[src/tsort_ram.sv]
// ----------------------------------------------------------------------------
// tsort_ram
// Single-port synchronous RAM with registered read data.
// ----------------------------------------------------------------------------
module tsort_ram #(
    parameter int WIDTH = 16,
    parameter int DEPTH = 256,
    parameter int AW    = (DEPTH > 1) ? $clog2(DEPTH) : 1
) (
    input  logic             aclk,
    input  logic             we,
    input  logic [AW-1:0]    addr,
    input  logic [WIDTH-1:0] wdata,
    output logic [WIDTH-1:0] rdata
);

    logic [WIDTH-1:0] mem [DEPTH];

    always_ff @(posedge aclk) begin
        if (we) begin
            mem[addr] <= wdata;
        end
        rdata <= mem[addr];
    end

endmodule

[config.mk]
export PLATFORM = sky130hd
export DESIGN_NAME = tsort_ram
export DESIGN_NICKNAME = d
export VERILOG_FILES = /design/src/tsort_ram.sv
export SDC_FILE = /design/constraint.sdc
export NUM_CORES = 2
export LEC_CHECK = 0
export ABC_AREA = 0
export BUFFER_PORTS_ARGS = -buffer_cell sky130_fd_sc_hd__buf_2
export CAP_MARGIN = 10
export CORE_UTILIZATION = 24
export DETAILED_ROUTE_END_ITERATION = 12
export PLACE_DENSITY_LB_ADDON = 0.05
export RECOVER_POWER = 25
export SYNTH_ARGS = -nofsm -noshare
export SYNTH_HDL_FRONTEND = slang
export SYNTH_SLANG_ARGS = --single-unit
[constraint.sdc]
create_clock -name aclk -period 11.2 [get_ports aclk]
set_input_delay 2.8 -clock aclk [delete_from_list [all_inputs] [get_ports aclk]]
set_output_delay 2.8 -clock aclk [all_outputs]
set_load 0.01 [all_outputs]
==> results by group <==
Cells and area
  • Most frequent cells in the layout: edfxtp_1 (4096), mux4_2 (1024), a22oi_1 (512)
  • Finished Cell Area: 184000 µm²
  • Layout cells sized above 1: 31.2%
  • Area grow syn2layout: 18.4%
  • Commonest non-fill, non-tap cell in the layout: edfxtp_1
  • Final net count: 7294

Timing
  • Final hold violation count: 0
  • Post-layout min period: 8340 ps
  • Fin. max-slew vios: 1972
  • Final worst slack: 2860 ps
  • Clk_skew: 75.4 ps
  • Final Cycle Share: 74.5%
  • Final setup fails: 0
  • Top achievable clock speed: 120 MHz
  • Rel. slew slack: -336%
  • Post-route setup TNS: 0 ps
  • Worst-Margin Slew: 6530 ps
  • RSZ-0062 raised after global routing: no

Setup path
  • Crit path top cell by count: clkbuf_1
  • CP max stage delay: 3450 ps
  • WP data arrival: 8720 ps
  • CP Cell Sequence: clkbuf_1 > clkbuf_1
  • CP max FO: 71
  • Setup Crit Path Kind: in -> reg
  • Worst EP required: 11570 ps
  • Slowest CP cell: clkbuf_1
  • CP startpoint kind: primary input
  • Buf+Inv Stages, Crit Path: 2
  • Cell family with most CP delay: buffers and inverters
  • CP Capture Type: flop

Pwr
  • Combinational Power Share: 4.8%
  • Internal power: 25700 µW
  • Peak supply drop: 0.000128 V
  • Sw Share: 22.7%
  • Clk pwr share: 44.0%
  • Sequential Power Share: 51.2%
  • NetSw: 7540 µW
  • Pwr dens: 181 nW/µm²
  • P_leak: 0.0549 µW

Floorplanning
  • I/O pins: 42
  • Initial Util: 24.1%
  • Die Span Y: 807 µm
  • Die Wd: 807 µm
  • Core Area: 645000 µm²
  • Die ar.: 651000 µm²
  • Row count: 295

Detailed routing
  • DRT iter0 DRCs: 6602
  • DRC viols: 0
  • DRT Pass-1 Iters: 5
  • Drt total wl: 536000 µm
  • Via count: 73500
  • Post-route ant nets: 0
  • DR WL/cell: 32.9 µm
  • Avg Vias per Cell: 4.51

Logic synthesis
  • Post-Synth XOR/XNOR Area: 0%
  • Largest family of logic cells by synthesized area: multiplexers
  • Flops & latches, synth: 4112
  • Synth warn: 0
  • Post-synthesis adder-cell area fraction: 0%
  • Multiplexer share of the synthesized area: 14.8%
  • Compound-Gate Fraction of Synth Area: 3.66%
  • Gate Count Post-Synth: 6727
  • Avg Cell Area, Syn: 23.1 µm²
  • Area fraction in and, or, nand and nor cells after synthesis: 0.907%
  • Unique masters post-synth: 22
  • Syn_nets: 6753
  • Register area share after synthesis: 79.4%
  • Synthesized cell area: 155000 µm²

Placed design
  • Post-DP HPWL: 313000 µm
  • Dpl ws: 3410 ps
  • Gpl congestion: 0.709
  • Placement Cell Area: 170000 µm²
  • PortBufs: 41

Clocking
  • Post CTS Setup Buffer Count: 0
  • Max Root-Sink Buffers: 4
  • Clk sinks: 4112
  • CTS tree: built
  • Number of hold buffers added after cts: 0
  • H-tree levels: 5
  • CTS resizes: 0
  • Total CTS buffers: 478
  • CTS clk-pin slew, worst paths: 60 ps
  • CTS Root Cell: clkbuf_16
  • Worst skew pair latency: 1050 ps

Status
  • Outcome: finished with violations
  • Failing checks: max-capacitance violations, max-slew violations

Global route
  • Tot GR Track Use: 16.2%
  • Initial antenna violation count: 43
  • Largest net degree at the start of global routing: 152
  • First-pass GRT wire length: 722000 µm
  • Total congestion overflow: 0
  • Vias in the first global route: 78300

Hold path
  • Class of the worst hold path: reg -> reg

Job
  • MaxCap Viol Count: 30
-- registers in the layout, summed over array words and instances (netlist names) --
signal  cells
mem      4096
rdata      16
-- stage by stage --
step                hold WS [ps]  utilization, %  total power [µW]  cells
floorplan                    819               -             18000   6727
global placement             935            26.3             19000  15400
detailed placement           935            26.3             19000  15400
CTS                          962            28.5             33900  16300
global route                1030            28.5             34400  16300
finish                       956            28.5             33300  16300
-- cell families after synthesis --
group | count (synthesis)
buffers and inverters | 421
AO/OA/AOI/OAI | 832
flip-flops | 4112
multiplexers | 1024
AND/OR/NAND/NOR | 338
-- synth_stat cells --
cell type / instances / share of area [%]
o41ai_1: 64 / 0.36
or3_1: 1 / 0.0040
a21oi_1: 256 / 0.82
nand4_1: 16 / 0.064
mux4_2: 1024 / 15
and2_1: 3 / 0.012
or2_2: 2 / 0.0081
a22oi_1: 512 / 2.5
inv_1: 1 / 0.0024
dfxtp_1: 16 / 0.21
nand2_1: 28 / 0.068
buf_4: 16 / 0.077
buf_2: 76 / 0.24
buf_6: 25 / 0.18
buf_1: 54 / 0.13
nor3_1: 30 / 0.097
clkbuf_1: 249 / 0.60
nand3_1: 13 / 0.042
nor2b_1: 7 / 0.028
edfxtp_1: 4096 / 79
nand2b_1: 6 / 0.024
nor2_1: 232 / 0.56
-- per-layer routing --
layer / track usage (%) / vias up / part of all wire, %
met2: 27.3 / 1540 / 49
met1: 22.5 / 41200 / 45
li1: - / 30300 / -
met4: 2.71 / 4 / 1.8
met5: 0 / - / 0.0050
met3: 2.31 / 528 / 4.3
-- final cells by class --
class,count,area [µm²]
Fill cell,63300,461000
Sequential cell,4112,123000
Multi-Input combinational cell,2194,31400
Clock buffer,619,12700
Tap cell,8613,10800
Timing Repair Buffer,481,3880
Clock inverter,251,1790
Antenna cell,29,72.6
Inverter,1,3.75
-- path summary, 6_finish.rpt --
path	startpoint	to	slack, ps	cells past startpoint
min reg2reg	mem[250][14]	rdata[14]	960	5
min	mem[250][14]	rdata[14]	960	5
max reg2reg	mem[104][0]	rdata[0]	7850	6
max	wdata[8]	mem[39][8]	2860	2
-- power groups by stage --
stage	logic, µW	registers [µW]	clock network (µW)
2_1_floorplan	729	17300	0
3_3_place_gp	1660	17300	0
3_5_place_dp	1680	17300	0
4_1_cts	1680	17000	15200
5_1_grt	1710	17000	15700
6_report	1590	17000	14700
Power figures use the tool's default switching activity.
